## src/rtl/core/irfd_pkg.sv

```systemverilog
// Shared types, codes and lookup functions of the IR remote frame decoder.
// No dependencies; imported by every module of the block.
package irfd_pkg;

    // Fixed frame layout
    localparam int DATA_BITS   = 9;
    localparam int DATA_IDX_W  = $clog2(DATA_BITS);
    localparam int QUEUE_DEPTH = 4;
    localparam int QUEUE_PTR_W = $clog2(QUEUE_DEPTH);

    // Pulse classes
    localparam logic [1:0] CLS_SHORT = 2'd0;
    localparam logic [1:0] CLS_LONG  = 2'd1;
    localparam logic [1:0] CLS_BAD   = 2'd3;

    // Buttons
    localparam logic [4:0] BTN_DIGIT_MAX = 5'd9;
    localparam logic [4:0] BTN_STAR      = 5'd10;
    localparam logic [4:0] BTN_HASH      = 5'd11;
    localparam logic [4:0] BTN_UP        = 5'd12;
    localparam logic [4:0] BTN_DOWN      = 5'd13;
    localparam logic [4:0] BTN_LEFT      = 5'd14;
    localparam logic [4:0] BTN_RIGHT     = 5'd15;
    localparam logic [4:0] BTN_OK        = 5'd16;
    localparam logic [4:0] BTN_BAD       = 5'd17;

    // Channel codes
    localparam logic [7:0] CH_HEATER = 8'd0;
    localparam logic [7:0] CH_DIGIT0 = 8'd48;
    localparam logic [7:0] CH_ALL    = 8'd97;

    // Levels
    localparam logic [7:0] LVL_OFF  = 8'd0;
    localparam logic [7:0] LVL_DIM  = 8'd1;
    localparam logic [7:0] LVL_HALF = 8'd64;
    localparam logic [7:0] LVL_FULL = 8'd255;
    localparam logic [7:0] LVL_STEP = 8'd28;

    typedef enum logic [2:0] {
        ACT_NONE   = 3'd0,
        ACT_FLASH  = 3'd1,
        ACT_STOP   = 3'd2,
        ACT_LEVEL  = 3'd3,
        ACT_REJECT = 3'd4
    } t_action;

    typedef enum logic [2:0] {
        CFG_SHORT_MIN      = 3'd0,
        CFG_SHORT_MAX      = 3'd1,
        CFG_LONG_MIN       = 3'd2,
        CFG_LONG_MAX       = 3'd3,
        CFG_HEATER_TIMEOUT = 3'd4
    } t_cfg_index;

    // Command handed from the front to the back through the queue
    typedef struct packed {
        logic       is_tick;
        logic       reject;
        logic [4:0] button;
    } t_cmd;

    // One result item
    typedef struct packed {
        t_action    action;
        logic [7:0] channel;
        logic [7:0] level;
        logic [4:0] button;
    } t_result;

    // Pulse width windows
    typedef struct packed {
        logic [7:0] short_min;
        logic [7:0] short_max;
        logic [7:0] long_min;
        logic [7:0] long_max;
    } t_windows;

    // Map the nine data bits to a button
    function automatic logic [4:0] decode_button(input logic [DATA_BITS-1:0] b);
        logic [4:0] r;
        r = BTN_OK;
        if ((b & 9'h0AA) != 9'd0)
            r = BTN_BAD;
        else if (b[0]) begin
            if (b[2])      r = BTN_RIGHT;
            else if (b[4]) r = b[6] ? 5'd3 : BTN_DOWN;
            else           r = 5'd2;
        end else if (b[2]) begin
            if (b[4]) begin
                if (b[6]) r = 5'd6;
                else      r = b[8] ? 5'd1 : BTN_UP;
            end else if (b[6]) r = b[8] ? 5'd9 : BTN_HASH;
            else               r = b[8] ? 5'd0 : BTN_STAR;
        end else if (b[4]) begin
            if (b[6]) r = b[8] ? 5'd8 : 5'd4;
            else      r = BTN_LEFT;
        end else if (b[6]) r = b[8] ? 5'd5 : 5'd7;
        return r;
    endfunction

    // Brightness of a digit button
    function automatic logic [7:0] digit_level(input logic [4:0] b);
        logic [7:0] r;
        if (b == BTN_DIGIT_MAX) r = LVL_FULL;
        else                    r = 8'({3'b000, b} * LVL_STEP);
        return r;
    endfunction

endpackage

```

## src/rtl/core/ir_remote_frame_decoder_core.sv

```systemverilog
// Top level of the IR remote frame decoder: configuration registers, front end,
// command queue and back end. Depends on irfd_pkg, irfd_front, irfd_queue, irfd_back.
//
// Usage:
//   Input channel (i_in_valid/o_in_ready) carries either a pulse width sample
//   (i_opcode 0, i_pulse_width, i_frame_end) or a timer tick (i_opcode 1).
//   Result channel (o_out_valid/i_out_ready) carries light commands; o_last
//   marks the final result caused by one input item. Config channel
//   (i_cfg_valid/o_cfg_ready, i_cfg_index, i_cfg_data) is always ready; the
//   user must write it only while the block is idle; the block does not enforce this.
// Path: the queue is written at the transfer of an item, and its result is
//   then loaded from the queue head into the output register when that is free.
// Throughput: one input item per cycle while the queue has room. The back end
//   retires one queued command per cycle when its output is free; a command
//   giving a stop and a main result holds the output register for both. A
//   four-entry command queue absorbs these bursts; o_in_ready drops when it is full.
// Reset (synchronous, active low) clears the frame, the light selection,
//   the heater and the queue, and loads the default pulse windows and timeout.
// A stalled receiver holds the output register; the queue then fills and
//   the input side stalls in turn. Samples without frame end keep flowing
//   only while the queue has room.
module ir_remote_frame_decoder_core
    import irfd_pkg::*;
#(
    parameter int PREAMBLE_START = 19,
    parameter int PREAMBLE_LEN   = 16,
    parameter int FRAME_LEN      = 80
) (
    input  logic        i_clk,
    input  logic        i_rst_n,
    input  logic        i_in_valid,
    output logic        o_in_ready,
    input  logic        i_opcode,
    input  logic [7:0]  i_pulse_width,
    input  logic        i_frame_end,
    output logic        o_out_valid,
    input  logic        i_out_ready,
    output logic [2:0]  o_action,
    output logic [7:0]  o_channel,
    output logic [7:0]  o_level,
    output logic [4:0]  o_button,
    output logic        o_last,
    input  logic        i_cfg_valid,
    output logic        o_cfg_ready,
    input  logic [2:0]  i_cfg_index,
    input  logic [23:0] i_cfg_data
);

    t_windows    r_win;
    logic [23:0] r_heater_timeout;
    logic        w_accept;
    logic        w_push;
    t_cmd        w_push_cmd;
    logic        w_q_ready;
    logic        w_q_valid;
    t_cmd        w_q_cmd;
    logic        w_pop;
    t_result     w_result;

    assign o_cfg_ready = 1'b1;

    // Write configuration registers
    always_ff @(posedge i_clk) begin
        if (!i_rst_n) begin
            r_win.short_min  <= 8'h07;
            r_win.short_max  <= 8'h0E;
            r_win.long_min   <= 8'h1C;
            r_win.long_max   <= 8'h24;
            r_heater_timeout <= 24'hFFFFFF;
        end else if (i_cfg_valid) begin
            unique case (i_cfg_index)
                CFG_SHORT_MIN:      r_win.short_min  <= i_cfg_data[7:0];
                CFG_SHORT_MAX:      r_win.short_max  <= i_cfg_data[7:0];
                CFG_LONG_MIN:       r_win.long_min   <= i_cfg_data[7:0];
                CFG_LONG_MAX:       r_win.long_max   <= i_cfg_data[7:0];
                CFG_HEATER_TIMEOUT: r_heater_timeout <= i_cfg_data;
                default: ;
            endcase
        end
    end

    assign o_in_ready = w_q_ready;
    assign w_accept   = i_in_valid && w_q_ready;

    irfd_front #(
        .PREAMBLE_START (PREAMBLE_START),
        .PREAMBLE_LEN   (PREAMBLE_LEN),
        .FRAME_LEN      (FRAME_LEN)
    ) u_front (
        .i_clk         (i_clk),
        .i_rst_n       (i_rst_n),
        .i_win         (r_win),
        .i_accept      (w_accept),
        .i_opcode      (i_opcode),
        .i_pulse_width (i_pulse_width),
        .i_frame_end   (i_frame_end),
        .o_push        (w_push),
        .o_cmd         (w_push_cmd)
    );

    irfd_queue u_queue (
        .i_clk   (i_clk),
        .i_rst_n (i_rst_n),
        .i_push  (w_push),
        .i_cmd   (w_push_cmd),
        .o_ready (w_q_ready),
        .o_valid (w_q_valid),
        .o_cmd   (w_q_cmd),
        .i_pop   (w_pop)
    );

    irfd_back u_back (
        .i_clk            (i_clk),
        .i_rst_n          (i_rst_n),
        .i_heater_timeout (r_heater_timeout),
        .i_cmd_valid      (w_q_valid),
        .i_cmd            (w_q_cmd),
        .o_pop            (w_pop),
        .o_out_valid      (o_out_valid),
        .i_out_ready      (i_out_ready),
        .o_result         (w_result),
        .o_last           (o_last)
    );

    assign o_action  = w_result.action;
    assign o_channel = w_result.channel;
    assign o_level   = w_result.level;
    assign o_button  = w_result.button;

endmodule

```

## src/rtl/core/irfd_front.sv

```systemverilog
// Front end: classifies pulse widths, tracks the frame and emits commands.
// Depends on irfd_pkg.
module irfd_front
    import irfd_pkg::*;
#(
    parameter int PREAMBLE_START = 19,
    parameter int PREAMBLE_LEN   = 16,
    parameter int FRAME_LEN      = 80
) (
    input  logic       i_clk,
    input  logic       i_rst_n,
    input  t_windows   i_win,
    input  logic       i_accept,
    input  logic       i_opcode,
    input  logic [7:0] i_pulse_width,
    input  logic       i_frame_end,
    output logic       o_push,
    output t_cmd       o_cmd
);

    localparam int   DATA_START = PREAMBLE_START + PREAMBLE_LEN;
    localparam int   DATA_END   = DATA_START + DATA_BITS;
    localparam bit   FITS       = (DATA_END <= FRAME_LEN);
    localparam int   PW         = $clog2(FRAME_LEN + 1);
    localparam logic PS_ODD     = 1'(PREAMBLE_START % 2);

    logic [PW-1:0]        r_position, n_position;
    logic                 r_pre_good, n_pre_good;
    logic [DATA_BITS-1:0] r_bits,     n_bits;
    logic                 r_data_good, n_data_good;
    logic [1:0]           w_cls;
    logic                 w_expect_long;
    logic [PW-1:0]        w_rel;
    logic [DATA_IDX_W-1:0] w_idx;
    logic                 w_reject;

    // Classify the width by the strict windows
    always_comb begin
        if (i_pulse_width > i_win.short_min && i_pulse_width < i_win.short_max)
            w_cls = CLS_SHORT;
        else if (i_pulse_width > i_win.long_min && i_pulse_width < i_win.long_max)
            w_cls = CLS_LONG;
        else
            w_cls = CLS_BAD;
    end

    assign w_expect_long = ~(r_position[0] ^ PS_ODD);
    assign w_rel         = r_position - PW'(DATA_START);
    assign w_idx         = w_rel[DATA_IDX_W-1:0];

    // Fold the sample into the frame state
    always_comb begin
        n_position  = r_position;
        n_pre_good  = r_pre_good;
        n_bits      = r_bits;
        n_data_good = r_data_good;
        if (int'(r_position) < FRAME_LEN) begin
            if (r_position == '0)
                n_data_good = 1'b1;
            if (int'(r_position) >= PREAMBLE_START && int'(r_position) < DATA_START) begin
                if (w_cls != (w_expect_long ? CLS_LONG : CLS_SHORT))
                    n_pre_good = 1'b0;
            end
            if (int'(r_position) >= DATA_START && int'(r_position) < DATA_END) begin
                if (w_cls == CLS_BAD)
                    n_data_good = 1'b0;
                else
                    n_bits[w_idx] = w_cls[0];
            end
            n_position = r_position + PW'(1);
        end
    end

    assign w_reject = !n_pre_good || !n_data_good || !FITS || (int'(n_position) < DATA_END);

    // Issue a command on ticks and on the last sample of a frame
    assign o_push         = i_accept && (i_opcode || i_frame_end);
    assign o_cmd.is_tick  = i_opcode;
    assign o_cmd.reject   = w_reject;
    assign o_cmd.button   = decode_button(n_bits);

    // Advance or clear the frame state
    always_ff @(posedge i_clk) begin
        if (!i_rst_n) begin
            r_position  <= '0;
            r_pre_good  <= 1'b1;
            r_bits      <= '0;
            r_data_good <= 1'b0;
        end else if (i_accept && !i_opcode) begin
            if (i_frame_end) begin
                r_position  <= '0;
                r_pre_good  <= 1'b1;
                r_bits      <= '0;
                r_data_good <= 1'b0;
            end else begin
                r_position  <= n_position;
                r_pre_good  <= n_pre_good;
                r_bits      <= n_bits;
                r_data_good <= n_data_good;
            end
        end
    end

endmodule

```

## src/rtl/core/irfd_queue.sv

```systemverilog
// Short command queue between front and back of the decoder.
// Depends on irfd_pkg.
module irfd_queue
    import irfd_pkg::*;
(
    input  logic i_clk,
    input  logic i_rst_n,
    input  logic i_push,
    input  t_cmd i_cmd,
    output logic o_ready,
    output logic o_valid,
    output t_cmd o_cmd,
    input  logic i_pop
);

    t_cmd                   r_mem [QUEUE_DEPTH];
    logic [QUEUE_PTR_W-1:0] r_wr_ptr;
    logic [QUEUE_PTR_W-1:0] r_rd_ptr;
    logic [QUEUE_PTR_W:0]   r_count;

    assign o_ready = (r_count != (QUEUE_PTR_W + 1)'(QUEUE_DEPTH));
    assign o_valid = (r_count != '0);
    assign o_cmd   = r_mem[r_rd_ptr];

    // Store entries
    always_ff @(posedge i_clk) begin
        if (i_push)
            r_mem[r_wr_ptr] <= i_cmd;
    end

    // Advance pointers and fill count
    always_ff @(posedge i_clk) begin
        if (!i_rst_n) begin
            r_wr_ptr <= '0;
            r_rd_ptr <= '0;
            r_count  <= '0;
        end else begin
            if (i_push)
                r_wr_ptr <= r_wr_ptr + QUEUE_PTR_W'(1);
            if (i_pop)
                r_rd_ptr <= r_rd_ptr + QUEUE_PTR_W'(1);
            if (i_push && !i_pop)
                r_count <= r_count + (QUEUE_PTR_W + 1)'(1);
            else if (!i_push && i_pop)
                r_count <= r_count - (QUEUE_PTR_W + 1)'(1);
        end
    end

    a_count_bound: assert property (@(posedge i_clk) disable iff (!i_rst_n)
        r_count <= (QUEUE_PTR_W + 1)'(QUEUE_DEPTH))
        else $error("queue fill count beyond depth");

    a_pop_nonempty: assert property (@(posedge i_clk) disable iff (!i_rst_n)
        i_pop |-> o_valid)
        else $error("pop from empty queue");

    a_push_room: assert property (@(posedge i_clk) disable iff (!i_rst_n)
        i_push |-> o_ready)
        else $error("push into full queue");

endmodule

```

## src/rtl/core/irfd_back.sv

```systemverilog
// Back end: runs the light command state machine and heater timer,
// and drives the registered result channel. Depends on irfd_pkg.
module irfd_back
    import irfd_pkg::*;
(
    input  logic        i_clk,
    input  logic        i_rst_n,
    input  logic [23:0] i_heater_timeout,
    input  logic        i_cmd_valid,
    input  t_cmd        i_cmd,
    output logic        o_pop,
    output logic        o_out_valid,
    input  logic        i_out_ready,
    output t_result     o_result,
    output logic        o_last
);

    logic        r_selecting, n_selecting;
    logic [7:0]  r_light,     n_light;
    logic        r_heater_on, n_heater_on;
    logic [23:0] r_count,     n_count;
    logic        r_second;
    logic        r_out_valid;
    t_result     r_result;
    logic        r_last;

    logic        w_has_stop;
    logic        w_has_main;
    t_result     w_stop;
    t_result     w_main;
    logic        w_go;

    // Work out the results of the head command and the state it leaves
    always_comb begin
        n_selecting = r_selecting;
        n_light     = r_light;
        n_heater_on = r_heater_on;
        n_count     = r_count;
        w_has_stop  = 1'b0;
        w_has_main  = 1'b0;
        w_stop      = '{ACT_STOP, CH_HEATER, LVL_OFF, i_cmd.button};
        w_main      = '{ACT_NONE, CH_HEATER, LVL_OFF, i_cmd.button};
        if (i_cmd.is_tick) begin
            if (r_heater_on) begin
                if (r_count <= 24'd1) begin
                    w_has_main  = 1'b1;
                    w_main      = '{ACT_LEVEL, CH_HEATER, LVL_OFF, BTN_BAD};
                    n_heater_on = 1'b0;
                    n_count     = '0;
                end else begin
                    n_count = r_count - 24'd1;
                end
            end
        end else if (i_cmd.reject) begin
            w_has_main = 1'b1;
            w_main     = '{ACT_REJECT, CH_HEATER, LVL_OFF, BTN_BAD};
        end else if (i_cmd.button <= BTN_DIGIT_MAX) begin
            w_has_stop = r_selecting;
            w_has_main = 1'b1;
            if (r_selecting) begin
                w_main      = '{ACT_LEVEL, r_light, digit_level(i_cmd.button), i_cmd.button};
                n_selecting = 1'b0;
            end else begin
                w_main      = '{ACT_FLASH, CH_DIGIT0 + {3'b000, i_cmd.button}, LVL_OFF,
                                i_cmd.button};
                n_selecting = 1'b1;
                n_light     = CH_DIGIT0 + {3'b000, i_cmd.button};
            end
        end else begin
            w_has_stop  = r_selecting;
            n_selecting = 1'b0;
            case (i_cmd.button)
                BTN_STAR: begin
                    if (!r_heater_on) begin
                        w_has_main  = 1'b1;
                        w_main      = '{ACT_LEVEL, CH_HEATER, LVL_FULL, i_cmd.button};
                        n_heater_on = 1'b1;
                        n_count     = i_heater_timeout;
                    end
                end
                BTN_UP: begin
                    w_has_main = 1'b1;
                    w_main     = '{ACT_LEVEL, CH_ALL, LVL_FULL, i_cmd.button};
                end
                BTN_DOWN: begin
                    w_has_main = 1'b1;
                    w_main     = '{ACT_LEVEL, CH_ALL, LVL_OFF, i_cmd.button};
                end
                BTN_LEFT: begin
                    w_has_main = 1'b1;
                    w_main     = '{ACT_LEVEL, CH_ALL, LVL_DIM, i_cmd.button};
                end
                BTN_RIGHT: begin
                    w_has_main = 1'b1;
                    w_main     = '{ACT_LEVEL, CH_ALL, LVL_HALF, i_cmd.button};
                end
                default: ;
            endcase
            if (!w_has_main && !r_selecting)
                w_has_main = 1'b1;
        end
    end

    // Output register is free when empty or being drained
    assign w_go  = i_cmd_valid && (!r_out_valid || i_out_ready);
    assign o_pop = w_go && (r_second || !(w_has_stop && w_has_main));

    // Apply the command's state change once, when it leaves the queue
    always_ff @(posedge i_clk) begin
        if (!i_rst_n) begin
            r_selecting <= 1'b0;
            r_light     <= '0;
            r_heater_on <= 1'b0;
            r_count     <= '0;
        end else if (o_pop) begin
            r_selecting <= n_selecting;
            r_light     <= n_light;
            r_heater_on <= n_heater_on;
            r_count     <= n_count;
        end
    end

    // Load results into the output register, one transfer at a time
    always_ff @(posedge i_clk) begin
        if (!i_rst_n) begin
            r_out_valid <= 1'b0;
            r_second    <= 1'b0;
        end else begin
            if (w_go && (r_second || w_has_stop || w_has_main)) begin
                r_out_valid <= 1'b1;
                r_second    <= !r_second && w_has_stop && w_has_main;
            end else if (i_out_ready) begin
                r_out_valid <= 1'b0;
            end
        end
    end

    // Result payload
    always_ff @(posedge i_clk) begin
        if (w_go) begin
            if (r_second) begin
                r_result <= w_main;
                r_last   <= 1'b1;
            end else if (w_has_stop || w_has_main) begin
                r_result <= w_has_stop ? w_stop : w_main;
                r_last   <= !(w_has_stop && w_has_main);
            end
        end
    end

    assign o_out_valid = r_out_valid;
    assign o_result    = r_result;
    assign o_last      = r_last;

    a_second_shown: assert property (@(posedge i_clk) disable iff (!i_rst_n)
        r_second |-> (r_out_valid && !r_last))
        else $error("pending second result without a first one shown");

    a_second_head: assert property (@(posedge i_clk) disable iff (!i_rst_n)
        r_second |-> i_cmd_valid)
        else $error("head command lost before its second result");

    a_heater_count: assert property (@(posedge i_clk) disable iff (!i_rst_n)
        !r_heater_on |-> (r_count == 24'd0) || $past(!i_rst_n))
        else $error("heater count left over while heater is off");

endmodule

```

## config.mk

```make
export PLATFORM = sky130hd
export DESIGN_NAME = ir_remote_frame_decoder_core
export DESIGN_NICKNAME = d
export VERILOG_FILES = /design/src/rtl/core/irfd_pkg.sv /design/src/rtl/core/ir_remote_frame_decoder_core.sv /design/src/rtl/core/irfd_front.sv /design/src/rtl/core/irfd_queue.sv /design/src/rtl/core/irfd_back.sv
export SDC_FILE = /design/constraint.sdc
export NUM_CORES = 1
export LEC_CHECK = 0
export ABC_AREA = 1
export BUFFER_PORTS_ARGS = -buffer_cell sky130_fd_sc_hd__buf_2
export CAP_MARGIN = 20
export CORE_ASPECT_RATIO = 1.1
export CORE_MARGIN = 3
export CORE_UTILIZATION = 50
export CTS_CLUSTER_DIAMETER = 30
export DETAILED_ROUTE_END_ITERATION = 8
export PLACE_DENSITY = 0.7
export SETUP_SLACK_MARGIN = 0.4
export SYNTH_ARGS = -nofsm -noshare
export SYNTH_HDL_FRONTEND = slang
export SYNTH_SLANG_ARGS = --single-unit
```

## constraint.sdc

```tcl
create_clock -name i_clk -period 4 [get_ports i_clk]
set_input_delay 0 -clock i_clk [delete_from_list [all_inputs] [get_ports i_clk]]
set_output_delay 0 -clock i_clk [all_outputs]
set_load 0.03 [all_outputs]
```

==> results.sh, run 1 <==
export IMPL_status="finished, final reports clean"
export IMPL_maxSlewHeadroom=0.3082
export IMPL_worst_path_max_fanout=14
export IMPL_cts_tree="done"
export IMPL_yosys_mux_area_fraction=0
export IMPL_synth_edf_count=52
export IMPL_dp_hpwl_um=13890
export IMPL_start_util=0.5160
export IMPL_synth_top_flop_cell="dfxtp_1"
export IMPL_synthXorXnorAreaFrac=0.02090
export IMPL_vias_per_cell=5.046
export IMPL_hold_path_class="input pin to register"
export IMPL_cts_buffers_inserted=17
export IMPL_cts_sinks=169
export IMPL_p_leak_nw=4.911
export IMPL_synth_top_area_share=0.2540
export IMPL_avgSynthCellArea_um2=7.527
export IMPL_cts_hold_buf=29
export IMPL_die_area_mm2=0.02011
export IMPL_clk_insertion_delay_late_ns=0.43
export IMPL_diodes=0
export IMPL_drv_cap=0
export IMPL_fin_ws_ns=0.7768
export IMPL_power_total_w=0.007730
export IMPL_grt_start_max_net_pins=61
export IMPL_htree_levels=4
export IMPL_synth_nets=1326
export IMPL_hold_violations=0
export IMPL_layout_cells_most_common="nand2_1"
export IMPL_synth_area_leaders="dfxtp_1, edfxtp_1, nand2_1, ha_1, inv_1"
export IMPL_arrival_ns=3.54
export IMPL_worstMarginPinSlew_ns=1.037
export IMPL_final_setup_tns_ns=0
export IMPL_routabilityCongestion=0.8892
export IMPL_antenna_found_initial=0
export IMPL_synth_top_family_by_area="simple AND/OR/NAND/NOR gates"
export IMPL_grt_ovfl_total=0
export IMPL_drc=0
export IMPL_post_drt_wl_per_cell_um=12.73
export IMPL_track_usage=0.2071
export IMPL_maxSlewViolCount=0
export IMPL_dp_slack_ns=0.8337
export IMPL_regArea_mm2=0.003904
export IMPL_layout_common_cells="nand2_1, inv_1, nor2_1"
export IMPL_required_ns=4.32
export IMPL_antenna_left=0
export IMPL_nNetsFinal=1410
export IMPL_final_period_utilization=0.8058
export IMPL_synth_seq_cells=169
export IMPL_r2r_slack_ns=0.78
export IMPL_fmax_mhz=310.3
export IMPL_setup_viol=0
export IMPL_peakVddDrop_uv=461.5
export IMPL_firstDrtPassIters=8
export IMPL_min_period_ns=3.223
export IMPL_first_iter_violations=444
export IMPL_cts_clk_slew_worst_paths_ns=0.06
export IMPL_io_buffers=67
export IMPL_synthDistinctLibCells=45
export IMPL_cts_setup_buffers=0
export IMPL_synth_simple_area_share=0.2350
export IMPL_synthArstFlopShare=0
export IMPL_worst_setup_path_start_kind="register"
export IMPL_die_x_um=135.5
export IMPL_grt_pass1_vias=7351
export IMPL_synthCells=1225
export IMPL_synth_area_mm2=0.009220
export IMPL_endpoint_kind="register"
export IMPL_synthAdderAreaFrac=0.08495
export IMPL_synth_warning_count=0
export IMPL_cts_root_buf="clkbuf_16"
export IMPL_drive_gt1_frac=0.1082
export IMPL_core_region_area_mm2=0.01787
export IMPL_fill_cells=1660
export IMPL_finClkSkew_ns=0.01058
export IMPL_critPathKind="register to register"
export IMPL_synth_compound_area_share=0.1368
export IMPL_multi_input_area_mm2=0.004412
export IMPL_syn_to_final_growth_pct=14.83
export IMPL_synth_largest_area_cell="dfxtp_1"
export IMPL_cts_path_max_buffers=2
export IMPL_pin_count=70
export IMPL_grt_pass1_wl_um=34380
export IMPL_yosysSeqAreaShare=0.4234
export IMPL_worst_hold_slack_ns=0.02237
export IMPL_rsz0062_at_grt="false"
export IMPL_postPlaceCellArea_mm2=0.009721
export IMPL_p_per_area_mw_per_mm2=730.1
export IMPL_rows=51
export IMPL_fin_area_mm2=0.01059
export IMPL_wirelength_um=19860
export IMPL_vias=7872
export IMPL_cts_repair_resized=0
export IMPL_die_h_um=148.4
-- Yosys cell counts, types with 2 or more instances --
master and number:
or2_2 2, nor4_1 2, o211ai_1 32, conb_1 2
inv_2 17, o21bai_1 2, nor2_2 3, o21a_1 3
a31oi_1 4, edfxtp_1 52, nand4_1 6, nand2_2 4
buf_6 4, o22ai_1 18, clkbuf_1 19, buf_4 3
xor2_1 20, o21ai_0 52, xnor2_1 2, buf_1 5
fa_1 6, nand2_1 296, nor2_1 141, ha_1 53
nor3_4 2, nor3_1 12, a21oi_1 90, buf_2 10
o21ai_1 6, a211oi_1 4, a32oi_1 4, dfxtp_1 117
inv_1 166, nand4_2 2, nand3_1 53, o31ai_1 2
-- routing by layer --
layer	vias to the layer above	wire length (um)	part of all wire	track usage
met2	141	9584	0.48	0.3446
met5	-	0	0	0
met4	0	471	0.024	0.08065
met3	42	615	0.031	0.03214
met1	3561	9186	0.46	0.2716
li1	4128	-	-	-
-- cell families (layout without fill, tap and decap cells) --
family | Yosys count | count (layout)
flops | 169 | 169
fa+ha+maj | 59 | 59
xor+xnor | 22 | 22
buf+inv | 226 | 323
other cells | 2 | 2
compound gates | 220 | 220
simple gates | 527 | 527
-- through the flow --
stage	utilization	std cells
2_1_floorplan	-	1225
3_3_place_gp	0.5440	1499
3_5_place_dp	0.5440	1499
4_1_cts	0.5926	1560
5_1_grt	0.5926	1560
6_report	0.5926	1560
-- layout make-up --
class,instances,share of cell area
multi-input combinational,830,0.4167
clock buffer,17,0.04018
clock inverter,15,0.01430
inverter,185,0.06582
tap,238,0.02813
sequential,169,0.3687
timing repair buffer,106,0.06618
-- flip-flops by register name (all words and copies together), names as in the netlist, 2 cells and up, named ones only --
signal	cells
r_win	32
u_queue.r_mem	28
r_heater_timeout	24
u_back.r_count	24
u_back.o_result	23
u_front.r_bits	9
u_front.r_position	7
u_back.r_light	6
u_queue.r_count	3
u_queue.r_rd_ptr	2
u_queue.r_wr_ptr	2
-- worst max-delay path, cell delays in order, from the launching register on --
cell and delay, ns:
dfxtp_1 0.42, inv_2 0.14, nand2_1 0.09, a32oi_1 0.09, buf_4 0.18, inv_1 0.16
ha_1 0.20, inv_1 0.08, nor3_4 0.26, nor2_2 0.08, nand2_1 0.09, nand4_2 0.12
nand2_2 0.12, ha_1 0.16, inv_1 0.07, fa_1 0.37, a21oi_1 0.14, o21ai_0 0.11
o21ai_0 0.17, a21oi_1 0.05
-- path summary, 6_finish.rpt --
check,start,to,depth (start not counted)
hold / removal,i_cfg_index[0],r_win[10]$_SDFFE_PN1P_,3
hold reg to reg,u_back.r_light[6]$_SDFFE_PN0P_,u_back.r_light[6]$_SDFFE_PN0P_,2
setup / recovery,register,u_queue.r_count[2]$_SDFFE_PN0P_,19
setup reg to reg,register,u_queue.r_count[2]$_SDFFE_PN0P_,19
-- where the power goes --
part	switching [W]	internal, W	total [W]
registers	0.000191	0.00219	0.00238
logic	0.00251	0.00123	0.00374
clock network	0.000695	0.000918	0.00161
No activity file was read; power rests on OpenSTA's default activity.
==> run 2: changes to the inputs <==
--- a/config.mk
+++ b/config.mk
@@ -5,7 +5,7 @@
 export SDC_FILE = /design/constraint.sdc
 export NUM_CORES = 1
 export LEC_CHECK = 0
-export ABC_AREA = 1
+export ABC_AREA = 0
 export BUFFER_PORTS_ARGS = -buffer_cell sky130_fd_sc_hd__buf_2
 export CAP_MARGIN = 20
 export CORE_ASPECT_RATIO = 1.1
==> constraint.sdc (replaced) <==
create_clock -name i_clk -period 3 [get_ports i_clk]
set_input_delay 0 -clock i_clk [delete_from_list [all_inputs] [get_ports i_clk]]
set_output_delay 0 -clock i_clk [all_outputs]
set_load 0.03 [all_outputs]
==> run 2 against run 1 <==
Against the previous run: the flow now finishes with violations (setup timing); sequential power rose by 16%; cell count shrank 6.5%; fmax grew 0.47%; critical path type unchanged.
==> results.sh, run 2 <==
export IMPL_layout_cells_most_common="nand2_1"
export IMPL_synth_top_area_share=0.2583
export IMPL_swShare=0.3516
export IMPL_synth_largest_area_cell="dfxtp_1"
export IMPL_cts_root_buf="clkbuf_16"
export IMPL_die_x_um=134.4
export IMPL_r2r_slack_ns=-0.21
export IMPL_comb_power_share=0.417
export IMPL_nNetsFinal=1309
export IMPL_cts_path_max_buffers=2
export IMPL_postPlaceCellArea_mm2=0.01029
export IMPL_grt_pass1_vias=7751
export IMPL_arrival_ns=3.53
export IMPL_min_period_ns=3.208
export IMPL_routabilityCongestion=0.8452
export IMPL_p_per_area_mw_per_mm2=696.8
export IMPL_die_area_mm2=0.01979
export IMPL_dp_slack_ns=-0.1868
export IMPL_maxSlewViolCount=0
export IMPL_min_path_cells=3
export IMPL_cts_buffers_inserted=17
export IMPL_status="finished with violations"
export IMPL_grt_pass1_wl_um=37180
export IMPL_pin_count=70
export IMPL_grt_start_max_net_pins=117
export IMPL_largest_reg_flops=32
export IMPL_violations="setup timing"
export IMPL_worst_path_max_fanout=8
export IMPL_antenna_left=0
export IMPL_synthDistinctLibCells=69
export IMPL_worst_r2r_endpoint="u_back.r_count[4]$_SDFFE_PN0P_"
export IMPL_antenna_found_initial=0
export IMPL_synthTopCellsByCount="nand2_1, dfxtp_1, nor2_1, ha_1, inv_1"
export IMPL_clk_insertion_delay_late_ns=0.43
export IMPL_die_h_um=147.2
export IMPL_drv_cap=0
export IMPL_drc=0
export IMPL_finClkSkew_ns=0.01353
export IMPL_avgSynthCellArea_um2=8.923
export IMPL_worstMarginPinSlew_ns=0.9009
export IMPL_synth_warning_count=0
export IMPL_final_period_utilization=1.069
export IMPL_cts_sinks=169
export IMPL_required_ns=3.32
export IMPL_firstDrtPassIters=6
export IMPL_synth_nets=1117
export IMPL_synthCells=1016
export IMPL_synthArstFlopShare=0
export IMPL_vias_per_cell=5.605
export IMPL_cts_tree="done"
export IMPL_place_inst=1353
export IMPL_htree_levels=4
export IMPL_grt_ovfl_total=0
export IMPL_first_iter_violations=510
export IMPL_peakVddDrop_uv=509.5
export IMPL_crit_top_cell="nand2b_4"
export IMPL_layout_common_cells="nand2_1, dfxtp_1, buf_4"
export IMPL_hold_violations=0
export IMPL_start_util=0.5111
export IMPL_io_buffers=67
export IMPL_yosysSeqAreaShare=0.4306
export IMPL_top_regs="r_win (32), u_queue.r_mem (28)"
export IMPL_netSwitchingPower_w=0.003020
export IMPL_min_delay_start="i_frame_end"
export IMPL_syn_to_final_growth_pct=35.94
export IMPL_dp_hpwl_um=14800
export IMPL_path_cells="mux4_2, ha_4, or4_4, nand3b_1, o211a_1, nand2b_4, nand2b_4, buf_6, a21oi_4, clkbuf_16, o21ai_2, a22oi_1, nor2b_1"
export IMPL_slowest_stage="mux4_2"
export IMPL_critPathMaxStageDelay_ns=0.60
export IMPL_clkPwrFrac=0.262
export IMPL_p_leak_nw=4.900
export IMPL_synth_most_common_cell="nand2_1"
export IMPL_min_to="u_front.r_position[6]$_SDFFE_PN0P_"
export IMPL_fmax_mhz=311.7
export IMPL_critPathKind="register to register"
export IMPL_p_int_w=0.005568
export IMPL_core_region_area_mm2=0.01774
export IMPL_synth_top_flop_cell="dfxtp_1"
export IMPL_endpoint_kind="register"
export IMPL_drive_gt1_frac=0.3170
export IMPL_synth_edf_count=52
export IMPL_post_drt_wl_per_cell_um=16.15
export IMPL_fin_area_mm2=0.01232
export IMPL_synth_seq_cells=169
export IMPL_worst_setup_path_start_kind="register"
export IMPL_vias=8177
export IMPL_p_seq_frac=0.321
export IMPL_hold_path_class="input pin to register"
export IMPL_diodes=0
export IMPL_fin_ws_ns=-0.2083
export IMPL_rows=51
export IMPL_final_cells=1459
export IMPL_regMostFlops="r_win"
export IMPL_track_usage=0.2287
export IMPL_r2r_cells=13
export IMPL_cts_clk_slew_worst_paths_ns=0.07
export IMPL_rsz0062_at_grt="true"
export IMPL_synth_area_mm2=0.009066
export IMPL_wirelength_um=23570
export IMPL_maxSlewHeadroom=0.3977
export IMPL_synth_area_leaders="dfxtp_1, edfxtp_1, nand2_1, ha_1, o21ai_0"
export IMPL_setup_viol=29
-- run 2: changes by cell type in the layout (fill, tap and decap cells not counted), sizes merged, moves of 13 or more --
cell / previous run / this run
a21oi: 90 / 41
a21boi: 0 / 32
a22oi: 0 / 16
nor2b: 0 / 36
buf: 77 / 196
nor2: 144 / 57
nand2: 301 / 185
nand3: 54 / 38
inv: 187 / 57
xor2: 20 / 7
o22ai: 18 / 4
and2: 1 / 19
o211ai: 32 / 16
-- run 2: area by class of cell --
class	instances	area, um2
Tap cell	238	297.8
Multi-Input combinational cell	743	5533
Clock inverter	14	170.2
Inverter	53	203.9
Sequential cell	169	3915
Clock buffer	18	429.2
Timing Repair Buffer	224	1775
Fill cell	1311	5415
-- run 2: logic make-up (layout without fill, tap and decap cells) --
kind of cell | after synthesis | after routing | share of synthesized area
AND/OR/NAND/NOR | 422 | 422 | 0.2233
AO/OA/AOI/OAI | 232 | 232 | 0.1736
flip-flops | 169 | 169 | 0.4306
adder cells (fa/ha/maj) | 59 | 59 | 0.08639
XOR/XNOR | 13 | 13 | 0.01256
other | 2 | 2 | 0.0008284
multiplexers | 15 | 15 | 0.02636
buffers and inverters | 104 | 309 | 0.04637
-- run 2: worst max path at each step --
| stage | start | endpoint | slack (ns) | cells past startpoint |
|---|---|---|---|---|
| 2_1_floorplan | register | u_queue.r_count[2]$_SDFFE_PN0P_ | -0.26 | 15 |
| 3_3_place_gp | register | u_queue.r_count[2]$_SDFFE_PN0P_ | -0.12 | 14 |
| 3_5_place_dp | register | u_back.r_count[19]$_SDFFE_PN0P_ | -0.19 | 13 |
| 4_1_cts | register | u_queue.r_count[2]$_SDFFE_PN0P_ | -0.14 | 14 |
| 5_1_grt | register | u_back.r_count[2]$_SDFFE_PN0P_ | -0.34 | 13 |
| 6_report | register | u_back.r_count[4]$_SDFFE_PN0P_ | -0.21 | 13 |
-- run 2: repair_timing --
item | CTS | global route
gates cloned | 2 | 2
hold endpoints to repair | 61 | 0
setup endpoints to repair | 95 | 107
setup buffers | 22 | 22
hold buffers | 26 | 0
resized for setup | 51 | 133
pin swaps | 11 | 55
-- run 2: per-stage QoR --
step	util	power, W	TNS (ns)	hold slack, ns
2_1_floorplan	-	0.004781	-2.410	0.09887
3_3_place_gp	0.5801	0.005683	-1.759	0.2067
3_5_place_dp	0.5801	0.005736	-3.318	0.2105
4_1_cts	0.6547	0.008298	-2.149	0.003061
5_1_grt	0.6947	0.009069	-9.007	0.03778
6_report	0.6947	0.008588	-4.054	0.02339
-- run 2: routing by layer --
metal | global-route usage | wire length [um]
met1 | 0.2866 | 9857
met2 | 0.4037 | 12200
met3 | 0.02877 | 894
met4 | 0.08401 | 613
met5 | 0 | 0
-- run 2: worst max-delay path: cells and delay by family (launching register included) --
kind            cells  cell delay (ns)
fa+ha+maj           1             0.20
simple gates        5             0.93
compound gates      4             0.62
mux                 1             0.60
flops               1             0.38
buf+inv             2             0.37
-- run 2: power groups by stage --
stage               registers, W  logic [W]  clock network [W]
floorplan                0.00303    0.00175                  0
global placement         0.00279    0.00289                  0
detailed placement       0.00280    0.00294                  0
CTS                      0.00275    0.00326            0.00228
global route             0.00278    0.00389            0.00240
finish                   0.00276    0.00358            0.00225
